**src/sv/red_drop_decision_assert.svh**
```systemverilog
// ----------------------------------------------------------------------------
// Assertion macros for the RED drop decision block
// Shared forms for the concurrent checks, clocked and held off during reset.
// ----------------------------------------------------------------------------
`ifndef RED_DROP_DECISION_ASSERT_SVH
`define RED_DROP_DECISION_ASSERT_SVH

// Same-cycle implication.
`define RDD_ASSERT_IMPLIES(name, clk, rst, ante, cons, msg) \
   name: assert property (@(posedge clk) disable iff (rst) (ante) |-> (cons)) \
      else $error(msg);

// Next-cycle implication.
`define RDD_ASSERT_NEXT(name, clk, rst, ante, cons, msg) \
   name: assert property (@(posedge clk) disable iff (rst) (ante) |=> (cons)) \
      else $error(msg);

`endif

```
**src/sv/rdd_pkg.sv**
```systemverilog
// ----------------------------------------------------------------------------
// rdd_pkg
// Field widths, codes, sequencer states and interface structs shared by the
// RED drop decision block and its divider.
// ----------------------------------------------------------------------------
package rdd_pkg;

   // Field widths of the request, response and register port.
   localparam int QIDX_WIDTH      = 4;
   localparam int LEN_WIDTH       = 12;
   localparam int AVG_WIDTH       = 20;
   localparam int THR_WIDTH       = 12;
   localparam int PROB_WIDTH      = 16;
   localparam int COUNT_WIDTH     = 16;
   localparam int AVG_FRAC_BITS   = 8;
   localparam int SPAN_WIDTH      = THR_WIDTH + AVG_FRAC_BITS;
   localparam int MUL_WIDTH       = AVG_WIDTH + PROB_WIDTH;
   localparam int CSR_INDEX_WIDTH = 4;
   localparam int CSR_DATA_WIDTH  = 16;

   // Packet counter codes.
   localparam logic [COUNT_WIDTH-1:0] COUNT_MINUS_ONE = 16'hFFFF;
   localparam logic [COUNT_WIDTH-1:0] COUNT_TOP       = 16'h7FFF;

   // Register indexes and reset values.
   localparam logic [CSR_INDEX_WIDTH-1:0] CSR_MAX_DROP_PROB = 4'd0;
   localparam logic [CSR_INDEX_WIDTH-1:0] CSR_MARKING_MODE  = 4'd1;
   localparam logic [PROB_WIDTH-1:0]      MAX_DROP_PROB_RESET = 16'd6554;

   typedef enum logic [1:0] {
      ACT_ACCEPT = 2'd0,
      ACT_DROP   = 2'd1,
      ACT_MARK   = 2'd2
   } action_type;

   typedef enum logic [1:0] {
      CAUSE_BELOW_MIN = 2'd0,
      CAUSE_EARLY     = 2'd1,
      CAUSE_AVG_OVER  = 2'd2,
      CAUSE_LEN_OVER  = 2'd3
   } cause_type;

   typedef enum logic [3:0] {
      ST_CLEAR,
      ST_IDLE,
      ST_REDUCE,
      ST_CLASSIFY,
      ST_MUL_PB,
      ST_LOAD_PB,
      ST_WAIT_PB,
      ST_MUL_PROD,
      ST_CHECK,
      ST_WAIT_PA,
      ST_FINISH
   } state_type;

   // Divider status toward the sequencer.
   typedef struct packed {
      logic busy;
      logic done;
   } div_status_type;

endpackage

```
**src/sv/rdd_div_unit.sv**
```systemverilog
// ----------------------------------------------------------------------------
// rdd_div_unit
// Shared restoring divider: one quotient bit per cycle. The caller preloads
// a partial remainder below the divisor and the dividend bits still to come,
// so only the quotient bits that can be nonzero are worked out.
// ----------------------------------------------------------------------------
module rdd_div_unit #(
   parameter int REM_WIDTH  = 20,
   parameter int BITS_WIDTH = 17,
   parameter int STEP_WIDTH = 5
) (
   input  logic                        clock,
   input  logic                        reset,
   input  logic                        load,
   input  logic [REM_WIDTH-1:0]        den,
   input  logic [REM_WIDTH-1:0]        rem_init,
   input  logic [BITS_WIDTH-1:0]       bits_init,
   input  logic [STEP_WIDTH-1:0]       steps,
   output rdd_pkg::div_status_type     status,
   output logic [BITS_WIDTH-1:0]       quotient
);
   import rdd_pkg::*;

   logic [REM_WIDTH-1:0]  den_ff, den_in;
   logic [REM_WIDTH-1:0]  rem_ff, rem_in;
   logic [BITS_WIDTH-1:0] bits_ff, bits_in;
   logic [BITS_WIDTH-1:0] quot_ff, quot_in;
   logic [STEP_WIDTH-1:0] cnt_ff, cnt_in;
   logic                  busy_ff, busy_in;
   logic                  done_ff, done_in;
   logic [REM_WIDTH:0]    trial;
   logic [REM_WIDTH:0]    diff;
   logic                  qbit;

   // One trial subtraction per cycle; the borrow decides the quotient bit.
   always_comb begin
      trial   = {rem_ff, bits_ff[BITS_WIDTH-1]};
      diff    = trial - {1'b0, den_ff};
      qbit    = ~diff[REM_WIDTH];
      den_in  = den_ff;
      rem_in  = rem_ff;
      bits_in = bits_ff;
      quot_in = quot_ff;
      cnt_in  = cnt_ff;
      busy_in = busy_ff;
      done_in = 1'b0;
      if (load) begin
         den_in  = den;
         rem_in  = rem_init;
         bits_in = bits_init;
         quot_in = '0;
         cnt_in  = steps;
         busy_in = 1'b1;
      end else if (busy_ff) begin
         rem_in  = qbit ? diff[REM_WIDTH-1:0] : trial[REM_WIDTH-1:0];
         bits_in = bits_ff << 1;
         quot_in = {quot_ff[BITS_WIDTH-2:0], qbit};
         cnt_in  = cnt_ff - 1'b1;
         if (cnt_ff == STEP_WIDTH'(1)) begin
            busy_in = 1'b0;
            done_in = 1'b1;
         end
      end
   end

   // Step control.
   always_ff @(posedge clock) begin
      if (reset) begin
         busy_ff <= 1'b0;
         done_ff <= 1'b0;
         cnt_ff  <= '0;
      end else begin
         busy_ff <= busy_in;
         done_ff <= done_in;
         cnt_ff  <= cnt_in;
      end
   end

   // Datapath registers.
   always_ff @(posedge clock) begin
      den_ff  <= den_in;
      rem_ff  <= rem_in;
      bits_ff <= bits_in;
      quot_ff <= quot_in;
   end

   assign status.busy = busy_ff;
   assign status.done = done_ff;
   assign quotient    = quot_ff;

endmodule

```
**src/sv/red_drop_decision.sv**
```systemverilog
// ----------------------------------------------------------------------------
// red_drop_decision: per-packet RED drop or mark decision
// Outside the early region no division is run; inside it the shared divider runs
// the bit-serial pb division and, unless pa is forced to one, the pa division.
// One word at a time; the next can be taken in the cycle after the word ahead is issued.
// After reset, a clearing pass sets every packet counter to minus one.
// ----------------------------------------------------------------------------
`include "red_drop_decision_assert.svh"

module red_drop_decision #(
   parameter int QUEUE_COUNT        = 16,
   parameter int PROB_FRACTION_BITS = 16
) (
   input  logic                                 clock,
   input  logic                                 reset,
   // Request channel
   input  logic                                 req_valid,
   output logic                                 req_ready,
   input  logic [rdd_pkg::QIDX_WIDTH-1:0]       req_queue_index,
   input  logic [rdd_pkg::LEN_WIDTH-1:0]        req_queue_length,
   input  logic [rdd_pkg::AVG_WIDTH-1:0]        req_average_length,
   input  logic [rdd_pkg::THR_WIDTH-1:0]        req_min_threshold,
   input  logic [rdd_pkg::THR_WIDTH-1:0]        req_max_threshold,
   input  logic [rdd_pkg::PROB_WIDTH-1:0]       req_random_fraction,
   // Response channel
   output logic                                 rsp_valid,
   input  logic                                 rsp_ready,
   output rdd_pkg::action_type                  rsp_action,
   output rdd_pkg::cause_type                   rsp_cause,
   // Register write channel
   input  logic                                 csr_valid,
   output logic                                 csr_ready,
   input  logic [rdd_pkg::CSR_INDEX_WIDTH-1:0]  csr_index,
   input  logic [rdd_pkg::CSR_DATA_WIDTH-1:0]   csr_data
);
   import rdd_pkg::*;

   localparam int FRAC_ONE   = 1 << PROB_FRACTION_BITS;
   localparam int PA_WIDTH   = PROB_FRACTION_BITS + 1;
   localparam int REM_WIDTH  = (PA_WIDTH > SPAN_WIDTH) ? PA_WIDTH : SPAN_WIDTH;
   localparam int BITS_WIDTH = (PA_WIDTH > PROB_WIDTH) ? PA_WIDTH : PROB_WIDTH;
   localparam int STEP_WIDTH = $clog2(BITS_WIDTH + 1);
   localparam int CMP_WIDTH  = (PA_WIDTH + 1 > PROB_WIDTH) ? PA_WIDTH + 1 : PROB_WIDTH;
   localparam int ADDR_WIDTH = (QUEUE_COUNT > 1) ? $clog2(QUEUE_COUNT) : 1;
   localparam int QEXT_WIDTH = ($clog2(QUEUE_COUNT + 1) > QIDX_WIDTH) ?
                               $clog2(QUEUE_COUNT + 1) : QIDX_WIDTH;

   // Sequencer and register state.
   state_type              state_ff, state_in;
   logic [ADDR_WIDTH-1:0]  clr_ff, clr_in;
   logic [QIDX_WIDTH-1:0]  q_ff, q_in;
   logic [LEN_WIDTH-1:0]   len_ff, len_in;
   logic [AVG_WIDTH-1:0]   avg_ff, avg_in;
   logic [THR_WIDTH-1:0]   min_ff, min_in;
   logic [THR_WIDTH-1:0]   max_ff, max_in;
   logic [PROB_WIDTH-1:0]  rnd_ff, rnd_in;
   logic [COUNT_WIDTH-1:0] count_ff, count_in;
   logic [PROB_WIDTH-1:0]  pb_ff, pb_in;
   logic [MUL_WIDTH-1:0]   product_ff, product_in;
   logic                   hit_ff, hit_in;
   cause_type              cause_ff, cause_in;
   logic                   rsp_valid_ff, rsp_valid_in;
   action_type             rsp_action_ff, rsp_action_in;
   cause_type              rsp_cause_ff, rsp_cause_in;
   logic [PROB_WIDTH-1:0]  mdp_ff, mdp_in;
   logic                   marking_ff, marking_in;
   logic [COUNT_WIDTH-1:0] rd_data_ff;

   // Counter memory.
   logic [COUNT_WIDTH-1:0] count_mem [QUEUE_COUNT];
   logic                   mem_we;
   logic [ADDR_WIDTH-1:0]  mem_waddr;
   logic [COUNT_WIDTH-1:0] mem_wdata;
   logic [ADDR_WIDTH-1:0]  mem_raddr;

   // Datapath nets.
   logic [QEXT_WIDTH-1:0]  q_ext;
   logic [AVG_WIDTH-1:0]   min_scaled;
   logic [AVG_WIDTH-1:0]   max_scaled;
   logic [AVG_WIDTH-1:0]   span;
   logic                   in_region;
   logic                   avg_over;
   logic                   len_over;
   logic [COUNT_WIDTH-1:0] count_next;
   logic [AVG_WIDTH-1:0]   mul_a;
   logic [PROB_WIDTH-1:0]  mul_b;
   logic                   prod_sat;
   logic [PA_WIDTH-1:0]    pa_den;
   logic                   ratio_sat;
   logic [BITS_WIDTH-1:0]  pa_val;
   logic                   hit_now;

   // Divider hookup.
   logic                   div_load;
   logic [REM_WIDTH-1:0]   div_den;
   logic [REM_WIDTH-1:0]   div_rem_init;
   logic [BITS_WIDTH-1:0]  div_bits_init;
   logic [STEP_WIDTH-1:0]  div_steps;
   div_status_type         div_status;
   logic [BITS_WIDTH-1:0]  div_quotient;

   rdd_div_unit #(
      .REM_WIDTH  (REM_WIDTH),
      .BITS_WIDTH (BITS_WIDTH),
      .STEP_WIDTH (STEP_WIDTH)
   ) u_div (
      .clock     (clock),
      .reset     (reset),
      .load      (div_load),
      .den       (div_den),
      .rem_init  (div_rem_init),
      .bits_init (div_bits_init),
      .steps     (div_steps),
      .status    (div_status),
      .quotient  (div_quotient)
   );

   // Region tests, counter advance and the shared multiplier operands.
   always_comb begin
      q_ext      = QEXT_WIDTH'(q_ff);
      mem_raddr  = q_ext[ADDR_WIDTH-1:0];
      min_scaled = {min_ff, {AVG_FRAC_BITS{1'b0}}};
      max_scaled = {max_ff, {AVG_FRAC_BITS{1'b0}}};
      span       = max_scaled - min_scaled;
      in_region  = (min_scaled <= avg_ff) && (avg_ff < max_scaled);
      avg_over   = (avg_ff >= max_scaled);
      len_over   = (len_ff >= max_ff);
      if (rd_data_ff == COUNT_MINUS_ONE) begin
         count_next = '0;
      end else if (rd_data_ff < COUNT_TOP) begin
         count_next = rd_data_ff + 1'b1;
      end else begin
         count_next = rd_data_ff;
      end
      if (state_ff == ST_MUL_PB) begin
         mul_a = avg_ff - min_scaled;
         mul_b = mdp_ff;
      end else begin
         mul_a = AVG_WIDTH'(count_ff);
         mul_b = pb_ff;
      end
   end

   // Probability limits and the hit test against the random fraction.
   always_comb begin
      prod_sat  = (product_ff >= MUL_WIDTH'(FRAC_ONE));
      pa_den    = PA_WIDTH'(FRAC_ONE) - product_ff[PA_WIDTH-1:0];
      ratio_sat = (CMP_WIDTH'(pb_ff) >= CMP_WIDTH'({pa_den, 1'b0}));
      if (state_ff == ST_CHECK) begin
         pa_val = BITS_WIDTH'(FRAC_ONE);
      end else if (div_quotient > BITS_WIDTH'(FRAC_ONE)) begin
         pa_val = BITS_WIDTH'(FRAC_ONE);
      end else begin
         pa_val = div_quotient;
      end
      hit_now = (BITS_WIDTH'(rnd_ff) < pa_val);
   end

   // Divider operands: pb = mdp*diff/span first, then pa = pb*ONE/(ONE - count*pb).
   always_comb begin
      if (state_ff == ST_CHECK) begin
         div_den       = REM_WIDTH'(pa_den);
         div_rem_init  = REM_WIDTH'(pb_ff[PROB_WIDTH-1:1]);
         div_bits_init = BITS_WIDTH'(pb_ff[0]) << (BITS_WIDTH - 1);
         div_steps     = STEP_WIDTH'(PA_WIDTH);
      end else begin
         div_den       = REM_WIDTH'(span);
         div_rem_init  = REM_WIDTH'(product_ff[MUL_WIDTH-1:PROB_WIDTH]);
         div_bits_init = BITS_WIDTH'(product_ff[PROB_WIDTH-1:0]) <<
                         (BITS_WIDTH - PROB_WIDTH);
         div_steps     = STEP_WIDTH'(PROB_WIDTH);
      end
   end

   // Sequencer: next state, register updates and memory writes.
   always_comb begin
      state_in      = state_ff;
      clr_in        = clr_ff;
      q_in          = q_ff;
      len_in        = len_ff;
      avg_in        = avg_ff;
      min_in        = min_ff;
      max_in        = max_ff;
      rnd_in        = rnd_ff;
      count_in      = count_ff;
      pb_in         = pb_ff;
      product_in    = product_ff;
      hit_in        = hit_ff;
      cause_in      = cause_ff;
      rsp_valid_in  = rsp_valid_ff;
      rsp_action_in = rsp_action_ff;
      rsp_cause_in  = rsp_cause_ff;
      mdp_in        = mdp_ff;
      marking_in    = marking_ff;
      mem_we        = 1'b0;
      mem_waddr     = mem_raddr;
      mem_wdata     = hit_ff ? '0 : count_ff;
      div_load      = 1'b0;
      req_ready     = (state_ff == ST_IDLE);
      csr_ready     = 1'b1;

      // Register writes.
      if (csr_valid && csr_ready) begin
         case (csr_index)
            CSR_MAX_DROP_PROB: begin
               mdp_in = csr_data[PROB_WIDTH-1:0];
            end
            CSR_MARKING_MODE: begin
               marking_in = csr_data[0];
            end
            default: begin
            end
         endcase
      end

      // The output word leaves when taken.
      if (rsp_valid_ff && rsp_ready) begin
         rsp_valid_in = 1'b0;
      end

      if ((state_ff == ST_MUL_PB) || (state_ff == ST_MUL_PROD)) begin
         product_in = MUL_WIDTH'(mul_a) * MUL_WIDTH'(mul_b);
      end

      case (state_ff)
         ST_CLEAR: begin
            mem_we    = 1'b1;
            mem_waddr = clr_ff;
            mem_wdata = COUNT_MINUS_ONE;
            if (clr_ff == ADDR_WIDTH'(QUEUE_COUNT - 1)) begin
               state_in = ST_IDLE;
            end else begin
               clr_in = clr_ff + 1'b1;
            end
         end
         ST_IDLE: begin
            if (req_valid) begin
               q_in     = req_queue_index;
               len_in   = req_queue_length;
               avg_in   = req_average_length;
               min_in   = req_min_threshold;
               max_in   = req_max_threshold;
               rnd_in   = req_random_fraction;
               state_in = ST_REDUCE;
            end
         end
         ST_REDUCE: begin
            // Fold the queue index into range, one subtraction a cycle.
            if (q_ext >= QEXT_WIDTH'(QUEUE_COUNT)) begin
               q_in = QIDX_WIDTH'(q_ext - QEXT_WIDTH'(QUEUE_COUNT));
            end else begin
               state_in = ST_CLASSIFY;
            end
         end
         ST_CLASSIFY: begin
            if (in_region) begin
               count_in = count_next;
               cause_in = CAUSE_EARLY;
               state_in = ST_MUL_PB;
            end else if (avg_over) begin
               count_in = '0;
               hit_in   = 1'b1;
               cause_in = CAUSE_AVG_OVER;
               state_in = ST_FINISH;
            end else if (len_over) begin
               count_in = '0;
               hit_in   = 1'b1;
               cause_in = CAUSE_LEN_OVER;
               state_in = ST_FINISH;
            end else begin
               count_in = COUNT_MINUS_ONE;
               hit_in   = 1'b0;
               cause_in = CAUSE_BELOW_MIN;
               state_in = ST_FINISH;
            end
         end
         ST_MUL_PB: begin
            state_in = ST_LOAD_PB;
         end
         ST_LOAD_PB: begin
            div_load = 1'b1;
            state_in = ST_WAIT_PB;
         end
         ST_WAIT_PB: begin
            if (div_status.done) begin
               pb_in    = div_quotient[PROB_WIDTH-1:0];
               state_in = ST_MUL_PROD;
            end
         end
         ST_MUL_PROD: begin
            state_in = ST_CHECK;
         end
         ST_CHECK: begin
            // A product at one or a ratio of two or more forces pa to one.
            if (prod_sat || ratio_sat) begin
               hit_in   = hit_now;
               state_in = ST_FINISH;
            end else begin
               div_load = 1'b1;
               state_in = ST_WAIT_PA;
            end
         end
         ST_WAIT_PA: begin
            if (div_status.done) begin
               hit_in   = hit_now;
               state_in = ST_FINISH;
            end
         end
         ST_FINISH: begin
            if (!rsp_valid_ff || rsp_ready) begin
               rsp_valid_in  = 1'b1;
               rsp_cause_in  = cause_ff;
               rsp_action_in = hit_ff ? (marking_ff ? ACT_MARK : ACT_DROP) : ACT_ACCEPT;
               mem_we        = 1'b1;
               state_in      = ST_IDLE;
            end
         end
         default: begin
            state_in = ST_IDLE;
         end
      endcase
   end

   // Control state.
   always_ff @(posedge clock) begin
      if (reset) begin
         state_ff     <= ST_CLEAR;
         clr_ff       <= '0;
         rsp_valid_ff <= 1'b0;
         mdp_ff       <= MAX_DROP_PROB_RESET;
         marking_ff   <= 1'b0;
      end else begin
         state_ff     <= state_in;
         clr_ff       <= clr_in;
         rsp_valid_ff <= rsp_valid_in;
         mdp_ff       <= mdp_in;
         marking_ff   <= marking_in;
      end
   end

   // Payload registers.
   always_ff @(posedge clock) begin
      q_ff          <= q_in;
      len_ff        <= len_in;
      avg_ff        <= avg_in;
      min_ff        <= min_in;
      max_ff        <= max_in;
      rnd_ff        <= rnd_in;
      count_ff      <= count_in;
      pb_ff         <= pb_in;
      product_ff    <= product_in;
      hit_ff        <= hit_in;
      cause_ff      <= cause_in;
      rsp_action_ff <= rsp_action_in;
      rsp_cause_ff  <= rsp_cause_in;
   end

   // Counter memory: one write port, one registered read port.
   always_ff @(posedge clock) begin
      if (mem_we) begin
         count_mem[mem_waddr] <= mem_wdata;
      end
      rd_data_ff <= count_mem[mem_raddr];
   end

   assign rsp_valid  = rsp_valid_ff;
   assign rsp_action = rsp_action_ff;
   assign rsp_cause  = rsp_cause_ff;

   // Checks.
   `RDD_ASSERT_NEXT(a_busy_after_accept, clock, reset, req_valid && req_ready,
      !req_ready, "request taken but the block stayed ready")
   `RDD_ASSERT_IMPLIES(a_below_min_accepts, clock, reset,
      rsp_valid && (rsp_cause == CAUSE_BELOW_MIN), rsp_action == ACT_ACCEPT,
      "word below the lower threshold was not accepted")
   `RDD_ASSERT_IMPLIES(a_over_max_hits, clock, reset,
      rsp_valid && (rsp_cause == CAUSE_AVG_OVER || rsp_cause == CAUSE_LEN_OVER),
      rsp_action != ACT_ACCEPT, "word over the upper threshold was accepted")

endmodule
```
**config.mk**
```make
export PLATFORM = sky130hd
export DESIGN_NAME = red_drop_decision
export DESIGN_NICKNAME = d
export VERILOG_FILES = /design/src/sv/rdd_pkg.sv /design/src/sv/rdd_div_unit.sv /design/src/sv/red_drop_decision.sv
export VERILOG_INCLUDE_DIRS = /design/src /design/src/sv
export SDC_FILE = /design/constraint.sdc
export NUM_CORES = 2
export LEC_CHECK = 0
export ABC_AREA = 1
export BUFFER_PORTS_ARGS = -buffer_cell sky130_fd_sc_hd__buf_4
export CAP_MARGIN = 5
export CORE_MARGIN = 1.5
export CORE_UTILIZATION = 50
export DETAILED_ROUTE_END_ITERATION = 16
export GPL_ROUTABILITY_DRIVEN = 0
export MAX_ROUTING_LAYER = met4
export PLACE_DENSITY = 0.63
export SLEW_MARGIN = 20
export SYNTH_ARGS = -nofsm -noshare
export SYNTH_HDL_FRONTEND = slang
export SYNTH_SLANG_ARGS = --single-unit
```
**constraint.sdc**
```tcl
create_clock -name clock -period 16.19 [get_ports clock]
set_input_delay 1.619 -clock clock [delete_from_list [all_inputs] [get_ports clock]]
set_output_delay 1.619 -clock clock [all_outputs]
set_load 0.05 [all_outputs]
```
==> summary.md <==
| Metric | Value |
|---|---|
| Status | `finished, final reports clean` |
| Post-synth EDFFs | `between 400 and 500` |
| CTS tree | `built` |
| VDD IR-drop max | `0.08648 mV` |
| Combinational Power Share | `about 1.7%` |
| Width of the die | `around 270 microns` |
| Internal power | `roughly 2.3 mW` |
| Die ar. | `between 70000 and 80000 sq um` |
| Synth warnings | `0` |
| Die height | `between 200 and 300 microns` |
| Root Buffer | `clkbuf_16` |
| Final Max Tran Viols | `0` |
| Crit start category | `register` |
| Overall Power | `2.866 mW` |
| Met1 global-route usage | `around two fifths` |
| Register bit total from synthesis | `around 530` |
| Core Util, Final | `a little under three fifths` |
| Initial DRC Count | `2581` |
| HPWL Detailed | `72810 microns` |
| Syn_nets | `4151` |
| DP Cell Count | `roughly 4.6k` |
| Fmax | `between 100 and 150 MHz` |
| Final Setup Violations | `0` |
| Critical path buffers and inverters | `6` |
| Largest net degree at the start of global routing | `between 80 and 90` |
| Arrival @ worst endpoint | `8.50 ns` |
| Reported max-cap violation count | `0` |
| Post-CTS Repair Setup Buffers | `0` |
| Pwr/cell area | `~74 nW/um^2` |
| TritonCTS Sinks | `between 500 and 600` |
| Sequential fraction of the synthesis area | `43.45%` |
| Vias in the first global route | `26.02k` |
| Critical path's top delay family | `adder cells` |
| Cts bufs inserted | `57` |
| Total Routed Length | `around 100000 microns` |
| Clk pwr share | `a little under half` |
| # hold bufs at CTS | `0` |
| Drt pass-1 iters | `6` |
| CTS clk-pin slew, worst paths | `approximately 0.06 ns` |
| Met3 Usage GRT | `approximately 4.1%` |
| DR WL/cell | `21.44 microns` |
| Total track usage | `between 20% and 30%` |
| Worst Setup End Kind | `register` |
| Critical path required time | `approximately 17 ns` |
| Row count | `96` |
| Post-synthesis async set-or-reset flop share | `0%` |
| Static leakage | `~16 nW` |
| IO Pins | `~110` |
| Synth Area per Inst | `~10 sq um` |
| Post-route setup TNS | `0 ns` |
| Fin crit period | `roughly 8.2 ns` |
| Tightest Hold Check Type | `register to register` |
| Clock Tree Buf Depth | `3` |
| Fin area | `between 30000 and 40000 sq um` |
| Grt met2 use | `a little under half` |
| Distinct cells, synth | `63` |
| Drc violations | `0` |
| Slew HR | `about a third` |
| CTS H-tree depth | `2` |
| Switching power | `just under 0.6 mW` |
| RSZ-0062 raised after global routing | `false` |
| Area after DPL | `approximately 37000 sq um` |
| Busiest metal layer after global routing | `met2` |
| Slowest stage delay, CP | `around 0.66 ns` |
| Final Hold Viols | `0` |
| Initial antenna violation count | `3` |
| Final ANT Viol Nets | `0` |
| Final period utilization | `between 50% and 60%` |
| Worst slew pin tran | `1.025 ns` |
| Later-pin clock latency in the skew report | `about 0.63 ns` |
| Final #Nets | `between 4k and 5k` |
| GRT overflow | `0` |
| Final Non-Filler Cells | `4659` |
| Routed vias/inst | `5.611` |
| Mapped Area | `around 35000 sq um` |
| Sequential cell fraction of total power | `51.4%` |
| Main flop type after synthesis | `edfxtp_1` |
| Syn-to-layout area delta | `10.96%` |
| Number of port buffers | `around 110` |
| Starting Density | `roughly 51%` |
| Max Fanout on Critical Path | `9` |
| First-pass GRT wire length | `around 150000 microns` |
| Layout cells sized above 1 | `between 9 and 10%` |
| Clk_skew | `between 0.02 and 0.03 ns` |
| Via count | `approximately 26k` |
| Syn Inst Count | `between 3k and 4k` |
| Switching share of power | `approximately 20%` |
| Post-CTS sizing | `0` |
| Crit path kind | `register to register` |
| Core Box Area | `between 60000 and 70000 sq um` |
| Most Frequent Cell on Critical Path | `nand2_1` |
| Slowest cell on crit path | `o21ai_0` |
-- sequential cells by signal, summed over array words and instances, names as in the netlist, 4 cells and up --
| name | flops |
|---|---|
| count_mem | 256 |
| product_ff | 36 |
| avg_ff | 20 |
| u_div.den_ff | 20 |
| u_div.rem_ff | 20 |
| u_div.quotient | 17 |
| count_ff | 16 |
| mdp_ff | 16 |
| pb_ff | 16 |
| rd_data_ff | 16 |
| rnd_ff | 16 |
| u_div.bits_ff | 16 |
| len_ff | 12 |
| max_ff | 12 |
| min_ff | 12 |
| u_div.cnt_ff | 5 |
| clr_ff | 4 |
| mem_raddr | 4 |
| state_ff | 4 |
-- layer usage --
layer / vias up / routed length [microns]
met3: 203 / 7820
li1: 12180 / -
met5: - / 0
met1: 12630 / 42150
met4: 0 / 3814
met2: 1136 / 46110
-- worst register-to-register path, delay by kind of cell, from the launching register on --
kind | cells | cell delay (ns)
XOR/XNOR | 2 | 0.32
AO/OA/AOI/OAI | 3 | 1.11
flip-flops | 1 | 0.36
buffers and inverters | 6 | 0.87
AND/OR/NAND/NOR | 11 | 1.28
adder cells (fa/ha/maj) | 9 | 3.96
-- cell usage in the layout, fill, tap and decap left out, types with 21 or more instances in the layout --
cell / instances
nand2_1: 537
inv_1: 525
edfxtp_1: 463
nor2_1: 424
fa_1: 253
o21ai_0: 247
ha_1: 210
a21oi_1: 157
buf_4: 155
nand3_1: 118
dfxtp_1: 66
o221ai_1: 59
clkbuf_16: 59
xor2_1: 55
nand4_1: 47
o211ai_1: 41
nor2_2: 26
o21ai_2: 22
nor3_1: 21
-- cell type report --
type	count	area [sq um]
clock buffer	70	1548
sequential	529	15220
clock inverter	35	389.1
tap	931	1165
antenna	2	5.005
inverter	549	2062
timing repair buffer	159	1216
multi-input combinational	2384	17270
fill	6049	30070
-- power by group through the flow --
stage / clock network (mW) / logic (mW) / registers [mW]
after floorplan: 0 / 0.0143 / 1.50
after global placement: 0 / 0.0482 / 1.50
after detailed placement: 0 / 0.0486 / 1.50
after CTS: 1.36 / 0.0489 / 1.47
after global routing: 1.42 / 0.0519 / 1.47
final: 1.34 / 0.0482 / 1.47
-- through the flow --
step | setup WS [ns] | hold slack (ns)
final | 8.031 | 0.4601
after global routing | 7.518 | 0.4882
after CTS | 8.149 | 0.4624
after detailed placement | 8.195 | 0.4520
after global placement | 8.039 | 0.4450
after floorplan | 9.508 | 0.4003
-- cells by family (layout without fill, tap and decap cells) --
| kind of cell | Yosys count | after routing | share of synthesized area (%) |
|---|---|---|---|
| simple gates | 1230 | 1230 | 14.61 |
| buf+inv | 674 | 813 | 7.535 |
| compound gates | 613 | 613 | 10.50 |
| flops | 529 | 529 | 43.45 |
| fa+ha+maj | 463 | 463 | 21.96 |
| xor+xnor | 75 | 75 | 1.875 |
| mux | 2 | 2 | 0.06071 |
| other cells | 1 | 3 | 0.01070 |
-- path summary, 6_finish.rpt --
path,end,slack (ns),from,cells after the start
worst max register to register,product_ff[28]$_DFFE_PP_,8.03,avg_ff[8]$_DFFE_PP_,31
worst max-delay path,product_ff[28]$_DFFE_PP_,8.03,avg_ff[8]$_DFFE_PP_,31
worst min-delay path,mdp_ff[2]$_SDFFE_PP0P_,0.46,mdp_ff[2]$_SDFFE_PP0P_,2
worst min register to register,mdp_ff[2]$_SDFFE_PP0P_,0.46,mdp_ff[2]$_SDFFE_PP0P_,2
-- synthesized netlist by cell type (all sizes together), types with 2 or more instances --
| master | count | area [sq um] |
|---|---|---|
| nand2 | 542 | 2052 |
| inv | 541 | 2031 |
| edfxtp | 463 | 13900 |
| nor2 | 453 | 1730 |
| o21ai | 293 | 1572 |
| fa | 253 | 5065 |
| ha | 210 | 2628 |
| a21oi | 159 | 807.0 |
| nand3 | 122 | 633.1 |
| clkbuf | 80 | 304.0 |
| dfxtp | 66 | 1321 |
| o221ai | 60 | 531.8 |
| xor2 | 55 | 481.7 |
| nand4 | 47 | 294.0 |
| buf | 45 | 275.3 |
| o211ai | 43 | 332.8 |
| nor3 | 23 | 125.1 |
| or2 | 20 | 125.1 |
| xnor2 | 20 | 175.2 |
| nor4 | 16 | 106.4 |
| a31oi | 13 | 81.33 |
| o22ai | 11 | 68.82 |
| clkinv | 8 | 30.03 |
| a211oi | 7 | 57.55 |
| o21a | 6 | 45.04 |
| o21bai | 6 | 56.31 |
| nand3b | 4 | 30.03 |
| a21boi | 3 | 26.27 |
| a21o | 3 | 22.52 |
| o31ai | 3 | 22.52 |
| a221oi | 2 | 17.52 |
| o2111ai | 2 | 17.52 |
No activity file was read; power rests on OpenSTA's default activity.
